## src/rtl/core/ntd_pkg.sv

```systemverilog
package ntd_pkg;

    // Reset value of the output limit register.
    localparam logic [15:0] LIMIT_RESET = 16'd1023;

    // Nibble that opens an escape sequence.
    localparam logic [3:0] NIB_ESC = 4'hF;

    // Character produced by a space run.
    localparam logic [6:0] CHAR_SPACE = 7'h20;

    // Most results that one transaction can cause.
    localparam int unsigned MAX_RESULTS = 3;

    // Escape progress, one-hot.
    typedef enum logic [2:0] {
        ESC_NONE = 3'b001,
        ESC_LOW  = 3'b010,
        ESC_HIGH = 3'b100
    } esc_phase_t;

    // Per-stream decoding state.
    typedef struct packed {
        esc_phase_t  phase;
        logic [3:0]  held;
        logic [15:0] count;
        logic        halted;
    } stream_t;

    localparam stream_t STREAM_CLEAR = '{
        phase:  ESC_NONE,
        held:   4'd0,
        count:  16'd0,
        halted: 1'b0
    };

    // One result item.
    typedef struct packed {
        logic [6:0]  char_code;
        logic [6:0]  repeat_count;
        logic        end_of_stream;
        logic        incomplete_escape;
        logic [15:0] total_length;
    } result_t;

    // Results of one transaction, packed towards entry zero.
    typedef struct packed {
        result_t [MAX_RESULTS-1:0] res;
        logic [1:0]                num;
    } res_batch_t;

    // Status of the result buffer as seen by the input side.
    typedef struct packed {
        logic       free;
        logic [1:0] pending;
    } buf_status_t;

    // Outcome of decoding a single nibble.
    typedef struct packed {
        stream_t st;
        logic    hit;
        result_t res;
    } step_t;

    // Character for a plain nibble.
    function automatic logic [6:0] ntd_char(input logic [3:0] nib);
        logic [6:0] ch;
        case (nib)
            4'h0, 4'h1, 4'h2, 4'h3, 4'h4,
            4'h5, 4'h6, 4'h7, 4'h8, 4'h9: ch = 7'h30 + {3'd0, nib};
            4'hA:    ch = CHAR_SPACE;
            4'hB:    ch = 7'h3A;
            4'hC:    ch = 7'h2F;
            4'hD:    ch = 7'h0D;
            4'hE:    ch = 7'h0A;
            default: ch = 7'h00;
        endcase
        return ch;
    endfunction

    // Decodes one nibble against the current stream state.
    function automatic step_t ntd_feed(input stream_t st, input logic [3:0] nib,
                                       input logic [15:0] limit);
        step_t       s;
        logic [15:0] room;
        logic [7:0]  value;
        logic [6:0]  run;
        s       = '0;
        s.st    = st;
        room    = (st.count < limit) ? (limit - st.count) : 16'd0;
        value   = {nib, st.held};
        run     = value[6:0];
        if (room < {9'd0, run})
        begin
            run = room[6:0];
        end
        case (st.phase)
            ESC_NONE:
            begin
                if (st.halted || (st.count >= limit))
                begin
                    s.st.halted = 1'b1;
                end
                else if (nib == NIB_ESC)
                begin
                    s.st.phase = ESC_LOW;
                end
                else
                begin
                    s.st.count            = st.count + 16'd1;
                    s.hit                 = 1'b1;
                    s.res.char_code       = ntd_char(nib);
                    s.res.repeat_count    = 7'd1;
                    s.res.total_length    = st.count + 16'd1;
                end
            end
            ESC_LOW:
            begin
                s.st.held  = nib;
                s.st.phase = ESC_HIGH;
            end
            ESC_HIGH:
            begin
                s.st.phase = ESC_NONE;
                s.st.held  = 4'd0;
                if (value[7])
                begin
                    // Space run, clamped to the room that is left.
                    if (run != 7'd0)
                    begin
                        s.st.count         = st.count + {9'd0, run};
                        s.hit              = 1'b1;
                        s.res.char_code    = CHAR_SPACE;
                        s.res.repeat_count = run;
                        s.res.total_length = st.count + {9'd0, run};
                    end
                end
                else if (room != 16'd0)
                begin
                    s.st.count         = st.count + 16'd1;
                    s.hit              = 1'b1;
                    s.res.char_code    = value[6:0];
                    s.res.repeat_count = 7'd1;
                    s.res.total_length = st.count + 16'd1;
                end
            end
            default:
            begin
                s.st.phase = ESC_NONE;
                s.st.held  = 4'd0;
            end
        endcase
        return s;
    endfunction

endpackage

```

## src/rtl/core/ntd_decoder.sv

```systemverilog
module ntd_decoder (
    input  logic                clk,
    input  logic                rst_n,
    input  logic                fire,
    input  logic [7:0]          data_byte,
    input  logic                last_byte,
    input  logic [15:0]         limit,
    output ntd_pkg::res_batch_t batch
);
    import ntd_pkg::*;

    stream_t st_reg;
    stream_t st_next;
    step_t   step_low;
    step_t   step_high;
    logic    skip_high;
    logic [1:0] idx;

    // Decode both nibbles of the held byte and gather the results in order.
    always_comb
    begin
        step_low  = ntd_feed(st_reg, data_byte[3:0], limit);
        skip_high = last_byte && (data_byte[7:4] == NIB_ESC);
        if (skip_high)
        begin
            step_high     = '0;
            step_high.st  = step_low.st;
        end
        else
        begin
            step_high = ntd_feed(step_low.st, data_byte[7:4], limit);
        end

        batch = '0;
        idx   = 2'd0;
        if (step_low.hit)
        begin
            batch.res[idx] = step_low.res;
            idx            = idx + 2'd1;
        end
        if (step_high.hit)
        begin
            batch.res[idx] = step_high.res;
            idx            = idx + 2'd1;
        end
        if (last_byte)
        begin
            batch.res[idx].end_of_stream     = 1'b1;
            batch.res[idx].incomplete_escape = (step_high.st.phase != ESC_NONE);
            batch.res[idx].total_length      = step_high.st.count;
            idx                              = idx + 2'd1;
        end
        batch.num = idx;

        st_next = last_byte ? STREAM_CLEAR : step_high.st;
    end

    // Stream state advances once per decoded transaction.
    always_ff @(posedge clk or negedge rst_n)
    begin
        if (!rst_n)
        begin
            st_reg <= STREAM_CLEAR;
        end
        else if (fire)
        begin
            st_reg <= st_next;
        end
    end

endmodule

```

## src/rtl/core/ntd_result_buffer.sv

```systemverilog
module ntd_result_buffer (
    input  logic                 clk,
    input  logic                 rst_n,
    input  logic                 load,
    input  ntd_pkg::res_batch_t  batch,
    input  logic                 out_stall,
    output logic                 out_valid,
    output ntd_pkg::result_t     head,
    output ntd_pkg::buf_status_t status
);
    import ntd_pkg::*;

    result_t [MAX_RESULTS-1:0] entry_reg;
    logic [1:0]                pend_reg;
    logic [1:0]                rd_reg;
    logic                      take;

    // Hand results out one per transaction on the output channel.
    always_comb
    begin
        out_valid      = (pend_reg != 2'd0);
        take           = out_valid && !out_stall;
        status.pending = pend_reg;
        status.free    = (pend_reg == 2'd0) || ((pend_reg == 2'd1) && take);
        case (rd_reg)
            2'd0:    head = entry_reg[0];
            2'd1:    head = entry_reg[1];
            2'd2:    head = entry_reg[2];
            default: head = entry_reg[0];
        endcase
    end

    // Result entries carry no reset.
    always_ff @(posedge clk)
    begin
        if (load)
        begin
            entry_reg <= batch.res;
        end
    end

    // Pending count and read index.
    always_ff @(posedge clk or negedge rst_n)
    begin
        if (!rst_n)
        begin
            pend_reg <= 2'd0;
            rd_reg   <= 2'd0;
        end
        else if (load)
        begin
            pend_reg <= batch.num;
            rd_reg   <= 2'd0;
        end
        else if (take)
        begin
            pend_reg <= pend_reg - 2'd1;
            rd_reg   <= rd_reg + 2'd1;
        end
    end

endmodule

```

## src/rtl/core/nibble_text_decompressor.sv

```systemverilog
// Channel   Direction  Handshake            Payload
// in        input      in_valid / in_stall  data_byte, last_byte
// out       output     out_valid / out_stall char_code, repeat_count, end_of_stream,
//                                           incomplete_escape, total_length
// cfg       input      cfg_valid / cfg_ready output_limit
//
// A byte is registered on input and decoded in one pass once the result buffer can take its
// results, which go into a three-entry result buffer; the first result is offered in the cycle
// after the transaction. One byte is taken per cycle while each byte yields at most one result
// and the output is not stalled; a byte with more results holds the output for each of them.
// Reset clears the stream state and sets the limit to 1023; a held byte waits until the
// buffer's last result is taken.
module nibble_text_decompressor (
    input  logic        clk,
    input  logic        rst_n,
    input  logic        in_valid,
    output logic        in_stall,
    input  logic [7:0]  data_byte,
    input  logic        last_byte,
    output logic        out_valid,
    input  logic        out_stall,
    output logic [6:0]  char_code,
    output logic [6:0]  repeat_count,
    output logic        end_of_stream,
    output logic        incomplete_escape,
    output logic [15:0] total_length,
    input  logic        cfg_valid,
    output logic        cfg_ready,
    input  logic [15:0] output_limit
);
    import ntd_pkg::*;

    logic        in_full_reg;
    logic [7:0]  data_reg;
    logic        last_reg;
    logic [15:0] limit_reg;
    logic        fire;
    logic        in_take;
    res_batch_t  batch;
    result_t     head;
    buf_status_t buf_st;

    // The held byte is decoded once the result buffer can take its results.
    assign fire      = in_full_reg && buf_st.free;
    assign in_stall  = in_full_reg && !buf_st.free;
    assign in_take   = in_valid && !in_stall;
    assign cfg_ready = 1'b1;

    // Limit register.
    always_ff @(posedge clk or negedge rst_n)
    begin
        if (!rst_n)
        begin
            limit_reg <= LIMIT_RESET;
        end
        else if (cfg_valid && cfg_ready)
        begin
            limit_reg <= output_limit;
        end
    end

    // Input register occupancy.
    always_ff @(posedge clk or negedge rst_n)
    begin
        if (!rst_n)
        begin
            in_full_reg <= 1'b0;
        end
        else if (in_take)
        begin
            in_full_reg <= 1'b1;
        end
        else if (fire)
        begin
            in_full_reg <= 1'b0;
        end
    end

    // Input payload.
    always_ff @(posedge clk)
    begin
        if (in_take)
        begin
            data_reg <= data_byte;
            last_reg <= last_byte;
        end
    end

    ntd_decoder u_decoder (
        .clk       (clk),
        .rst_n     (rst_n),
        .fire      (fire),
        .data_byte (data_reg),
        .last_byte (last_reg),
        .limit     (limit_reg),
        .batch     (batch)
    );

    ntd_result_buffer u_buffer (
        .clk       (clk),
        .rst_n     (rst_n),
        .load      (fire),
        .batch     (batch),
        .out_stall (out_stall),
        .out_valid (out_valid),
        .head      (head),
        .status    (buf_st)
    );

    // Result fields onto the output ports.
    assign char_code         = head.char_code;
    assign repeat_count      = head.repeat_count;
    assign end_of_stream     = head.end_of_stream;
    assign incomplete_escape = head.incomplete_escape;
    assign total_length      = head.total_length;

`ifndef NO_ASSERTIONS
    // A byte held back by a busy buffer stays in the input register unchanged.
    a_held_byte_kept: assert property (@(posedge clk) disable iff (!rst_n)
        in_full_reg && !buf_st.free |=> in_full_reg && $stable(data_reg)
            && $stable(last_reg))
        else $error("held input byte lost or changed");

    // The final byte of a stream always produces its closing result.
    a_last_gives_result: assert property (@(posedge clk) disable iff (!rst_n)
        fire && last_reg |-> batch.num != 2'd0)
        else $error("final byte decoded without a closing result");

    // A closing result carries no character.
    a_close_is_empty: assert property (@(posedge clk) disable iff (!rst_n)
        out_valid && end_of_stream |-> char_code == 7'd0 && repeat_count == 7'd0)
        else $error("closing result carries a character");

    // After a decode the buffer holds exactly the results of that byte.
    a_pending_loaded: assert property (@(posedge clk) disable iff (!rst_n)
        fire |=> buf_st.pending == $past(batch.num))
        else $error("result buffer count does not match decoded results");
`endif

endmodule
```

## config.mk

```make
export PLATFORM = sky130hd
export DESIGN_NAME = nibble_text_decompressor
export DESIGN_NICKNAME = d
export VERILOG_FILES = /design/src/rtl/core/ntd_pkg.sv /design/src/rtl/core/ntd_decoder.sv /design/src/rtl/core/ntd_result_buffer.sv /design/src/rtl/core/nibble_text_decompressor.sv
export SDC_FILE = /design/constraint.sdc
export NUM_CORES = 1
export LEC_CHECK = 0
export BUFFER_PORTS_ARGS = -buffer_cell sky130_fd_sc_hd__buf_4
export CORE_ASPECT_RATIO = 0.8
export CORE_MARGIN = 2
export CORE_UTILIZATION = 40
export CTS_CLUSTER_DIAMETER = 30
export DETAILED_ROUTE_END_ITERATION = 6
export MAX_ROUTING_LAYER = met4
export PLACE_DENSITY_LB_ADDON = 0.3
export SYNTH_ARGS = -nofsm -noshare
export SYNTH_HDL_FRONTEND = slang
export SYNTH_SLANG_ARGS = --single-unit
```

## constraint.sdc

```tcl
create_clock -name clk -period 17.9 [get_ports clk]
set_clock_uncertainty 0.2 [all_clocks]
set_input_delay 0.895 -clock clk [delete_from_list [all_inputs] [get_ports clk]]
set_output_delay 0.895 -clock clk [all_outputs]
set_load 0.03 [all_outputs]
```

# ---- Yosys cells after proc, flatten, opt, wreduce, memory -nomap -nowiden
# Index checks and enable logic that the tools add are counted.
dict set report word_totals {
  ff_bits 150
  inputBits 30
  out_inout_bits 35
  word_cells 195
}
dict set report classes {
  addsub 12
  magnitude_cmp 10
  n_eq_ne 40
  muxes 82
  n_reduce_logical 26
}
# operator count
set op_table {}
lappend op_table {{bitwise mux 96 bit} 4}
lappend op_table {{2-to-1 mux 16 bit} 23}
lappend op_table {{demux 32 bit (select 2 bit)} 4}
lappend op_table {{2-to-1 mux 96 bit} 2}
lappend op_table {{2-to-1 mux 15 bit} 10}
lappend op_table {{one-hot mux 16 bit (2 select lines)} 4}
lappend op_table {{one-hot mux 7 bit (6 select lines)} 2}
lappend op_table {{equality test 4 bit (second input constant)} 16}
lappend op_table {{2-to-1 mux 32 bit} 2}
lappend op_table {{one-hot mux 32 bit (2 select lines)} 1}
lappend op_table {{one-hot mux 15 bit (2 select lines)} 2}
lappend op_table {{2-to-1 mux 57 bit} 1}
lappend op_table {{adder 16 x 1 -> 16 bit (second input constant)} 2}
lappend op_table {{adder 16 x 7 -> 16 bit} 2}
lappend op_table {{equality test 4 x 3 -> 1 bit (second input constant)} 8}
lappend op_table {{>= comparator 16 bit} 2}
lappend op_table {{less-than comparator 16 bit} 2}
lappend op_table {{less-than comparator 16 x 7 -> 1 bit} 2}
lappend op_table {{nonzero test 16 bit} 2}
lappend op_table {{subtractor 16 bit} 2}
lappend op_table {{2-to-1 mux 24 bit} 1}
lappend op_table {{2-to-1 mux 7 bit} 3}
lappend op_table {{OR reduction 10 bit} 2}
lappend op_table {{2-to-1 mux 18 bit} 1}
lappend op_table {{29 further kinds} 70}

# ---- Depth between registers and ports, before layout
dict set report logic_depth {
  word_depth 27
  ltp_mapped 65
  mapped_depth_nobuf 59
}

# ---- Hierarchy
# A second synthesis with hierarchy kept.
dict set report unflattened {
  cells_unflattened 1615
  area_unflattened_um2 13529.2
}
# mod instances cells_each area_per_inst_um2
set modules_own_cells {}
lappend modules_own_cells {ntd_decoder 1 1330 8808.4}
lappend modules_own_cells {ntd_result_buffer 1 234 3723.6}
lappend modules_own_cells {nibble_text_decompressor 1 51 997.2}

# ---- Least setup slack after synthesis
# No wires, ideal clock.
dict set report synth_timing {
  path_kind {reg2reg}
  start {reg u_decoder.st_reg[12] in the netlist's numbering}
  end {reg u_buffer.entry_reg[15] in the netlist's numbering (data pin)}
  arrival_time_ps 12784
  setup_slack_ps 4650
  path_stages_with_launch 61
  path_buffers 9
  period_less_slack_ps 13250
  cell_sequence {dfrtp_1 clkbuf_1 inv_1 ha_1 clkbuf_1 nand2_1 or3_1 nor4_2 a21o_1 clkbuf_1 buf_1 nor2_1 ha_1 a2111oi_0 o21ai_0 a2bb2oi_1 a21oi_1 clkbuf_1 [25 not listed] nor2_1 a21oi_1 inv_1 ha_1 a21o_1 a21oi_1 o21bai_1 a21oi_1 o21bai_1 a21o_1 nor3b_2 nor4b_4 and4_1 buf_4 nand4_1 or3b_1 a21oi_2 a21oi_1}
}
# element line
set synth_rtl {}
lappend synth_rtl {{from (decl)} ntd_decoder.sv:12} ;# stream_t st_reg;
lappend synth_rtl {{from (signal assigned)} ntd_decoder.sv:67} ;# st_reg <= st_next;
lappend synth_rtl {{to (signal assigned)} ntd_result_buffer.sv:38} ;# entry_reg <= batch.res;
lappend synth_rtl {{to (decl)} ntd_result_buffer.sv:13} ;# result_t [MAX_RESULTS-1:0] entry_reg;

==> reports/qor.yml <==
critical_path:
  cp-end-kind: "register"
  cp_max_fo: 20
  arrival_ps: 16360
  crit_family: "compound AO/OA/AOI/OAI gates"
  crit_path_frequent_cell: "ha_1"
  critPathKind: "register to register"
  reg2reg_from: "u_decoder.st_reg[13]$_DFFE_PN0P_"
  slowest_stage: "nor2_1"
  rrSetupSlack_ps: 1510
  reg2regPathDepth: 51
  worstSetupStartpoint: "u_decoder.st_reg[13]$_DFFE_PN0P_"
  start_kind: "register"
  required_ps: 17870
  r2r-end: "u_buffer.entry_reg[45]$_DFFE_PP_"
  worst-path-buf-inv: 3
  critPathMaxStageDelay_ps: 660
grt:
  grt_overflow_total: 0
  busiest_layer: "met1"
  grt_antenna_before_repair: 1
  track_usage_pct: 30.0
  use_met3_pct: 5.79
  gr-usage-met1_pct: 42.9
  grt_pass1_vias: 12800
  grt_pass1_wl_um: 76500
  grt_max_degree: 59
  grtUsageMet2_pct: 41.4
route:
  drtIter0Drc: 1773
  drc_errors: 0
  vias_per_cell: 6.65
  firstDrtPassIters: 5
  antenna_left: 0
  vias: 13600
  drt-wirelength-per-cell_um: 24.6
  totalWireLength_um: 50400
floorplanning:
  initial_core_util_pct: 40.5
  fp.dieW_um: 207
  rows: 59
  die_h_um: 166
  ios: 65
  core_um2: 32500
  dieArea_um2: 34400
clock_network:
  cts_made_buffers: 17
  cts_resized: 0
  cts_hold_buf: 0
  tritoncts: "built"
  clock-sinks: 136
  post_cts_buffers: 0
  path_clk_slew_ps: 70
  cts-root-buf: "clkbuf_16"
  h-tree-depth: 4
  clk_latency_ps: 460
  clockBufferDepth: 2
yosys:
  synth.largest_area_cell: "edfxtp_1"
  synth_cells: 1612
  synth-seq-area-share_pct: 29.4
  ys_top_cells_by_count: "155 x nand2_1, 126 x nor2_1, 118 x a21oi_1, 118 x o21ai_0, 91 x edfxtp_1"
  synthTopCellsByArea: "edfxtp_1 21%, ha_1 6.8%, dfrtp_1 6.5%"
  synth_top_area_share_pct: 20.8
  yosys.cell_types.count: 99
  ys_seq_elements: 136
  yosys_most_used_dff: "edfxtp_1"
  synth-async-reset-ratio_pct: 33.1
  yosysMostFrequentCell: "nand2_1"
  synth_edf_count: 91
  ys.warnings.count: 0
  netlist_area_um2: 13200
  synth_nets: 1717
  syn_area_per_cell_um2: 8.16
finish:
  fin_nets: 1715
  nFillCells: 3251
  fin_cells: 2051
  multiInputGateArea_um2: 8530
  seq_area_um2: 3870
  post-route-cell-area_um2: 14500
  fin_util_pct: 44.6
  area_growth_pct: 10.1
  largest_reg_flops: 82
  drive_gt1_share_pct: 12.2
pwr:
  p_leak_nw: 5.32
  p_per_area_nw_per_um2: 172
  peakVddDrop_uv: 81.6
sta:
  post-route-period-util_pct: 91.6
  timing.fmax_mhz: 61.0
  min_period_ps: 16390
  rsz0062_at_grt: "no"
  finalSetupViolations: 0
  finalSetupTns_ps: 0
  tightest_slew_ps: 1190
  slew_headroom_pct: 20.3
  drv_slew: 0
  hold_viol_final: 0
run_status:
  outcome: "finished clean"
placement:
  placed_cells_incl_taps: 2018
  dp_hpwl_um: 37600
  portBuffers: 63
  gp_congestion: 1.00
  placed_cell_area_um2: 13900
flow_run:
  cap_violations: 0
hold_path:
  holdCritPathClass: "primary input to async pin"
[worst reg2reg max path: cells and delay by family (launching register included)]
kind / cells / cell delay (ps)
buf+inv: 3 / 550
compound gates: 23 / 6930
flops: 1 / 500
simple gates: 17 / 4820
xor+xnor: 1 / 420
fa+ha+maj: 7 / 2660
[stage by stage]
step / worst slack (ps) / hold WS, ps / power [mW]
2_1_floorplan: 4650 / 282 / 1.61
3_3_place_gp: 2390 / 317 / 2.06
3_5_place_dp: 2010 / 332 / 2.08
4_1_cts: 1890 / 292 / 2.46
5_1_grt: 562 / 317 / 2.64
6_report: 1510 / 290 / 2.49
[where the power goes]
| part | internal (mW) | switching (mW) | total (mW) |
|---|---|---|---|
| registers | 0.483 | 0.0688 | 0.552 |
| clock network | 0.208 | 0.164 | 0.372 |
| logic | 0.502 | 1.07 | 1.57 |
| total | 1.19 | 1.30 | 2.49 |
[placed cells by master, fill, tap and decap left out, drive strengths merged, types with 8 or more instances in the layout]
cell	count
mux2i	18
and3	23
o31ai	14
a22o	15
xnor2	53
and2	18
buf	86
o21ai	126
xor2	13
o211ai	11
nor2	128
dfstp	11
a21o	23
inv	86
dfrtp	34
a21oi	124
o21a	24
ha	71
a221oi	9
a31oi	16
nor3	42
clkbuf	17
nand4	18
nand2b	9
nand2	155
nand3	53
mux2	18
o221ai	8
or3	15
nor4	16
o22ai	45
a22oi	33
nor2b	13
a211oi	25
edfxtp	91
or4	9
o2111ai	9
o21bai	8
[cells by family (layout without fill, tap and decap cells)]
group | count (synthesis) | in the layout | share of synthesized area, %
xor+xnor | 66 | 66 | 4.39
other cells | 1 | 2 | 0.0285
buf+inv | 190 | 201 | 5.83
simple gates | 528 | 528 | 20.1
fa+ha+maj | 75 | 75 | 7.36
compound gates | 580 | 580 | 29.9
flops | 136 | 136 | 29.4
mux | 36 | 36 | 2.94
[final cells by class]
cell class / count / area share [%]
multi-input cells: 1286 / 58.9
flip-flops and latches: 136 / 26.7
repair buffers: 86 / 4.46
well taps: 427 / 3.69
clock buffers: 17 / 2.94
inverters: 83 / 2.16
clock inverters: 15 / 1.16
diodes: 1 / 0.0173
[per-layer routing]
metal | share of wire, % | routed length, um
met3 | 11 | 5430
met5 | 0 | 0
met1 | 44 | 22400
met2 | 41 | 20800
met4 | 3.6 | 1810
[how the worst max path moves through the flow]
stage | cells past startpoint | slack [ps] | endpoint
3_5_place_dp | 51 | 2010 | u_buffer.entry_reg[45]$_DFFE_PP_
2_1_floorplan | 60 | 4650 | u_buffer.entry_reg[15]$_DFFE_PP_
3_3_place_gp | 51 | 2390 | u_buffer.entry_reg[13]$_DFFE_PP_
4_1_cts | 51 | 1890 | u_buffer.entry_reg[45]$_DFFE_PP_
6_report | 51 | 1510 | u_buffer.entry_reg[45]$_DFFE_PP_
5_1_grt | 51 | 560 | u_buffer.entry_reg[45]$_DFFE_PP_
Note: power is estimated with default switching activity, not from simulation.
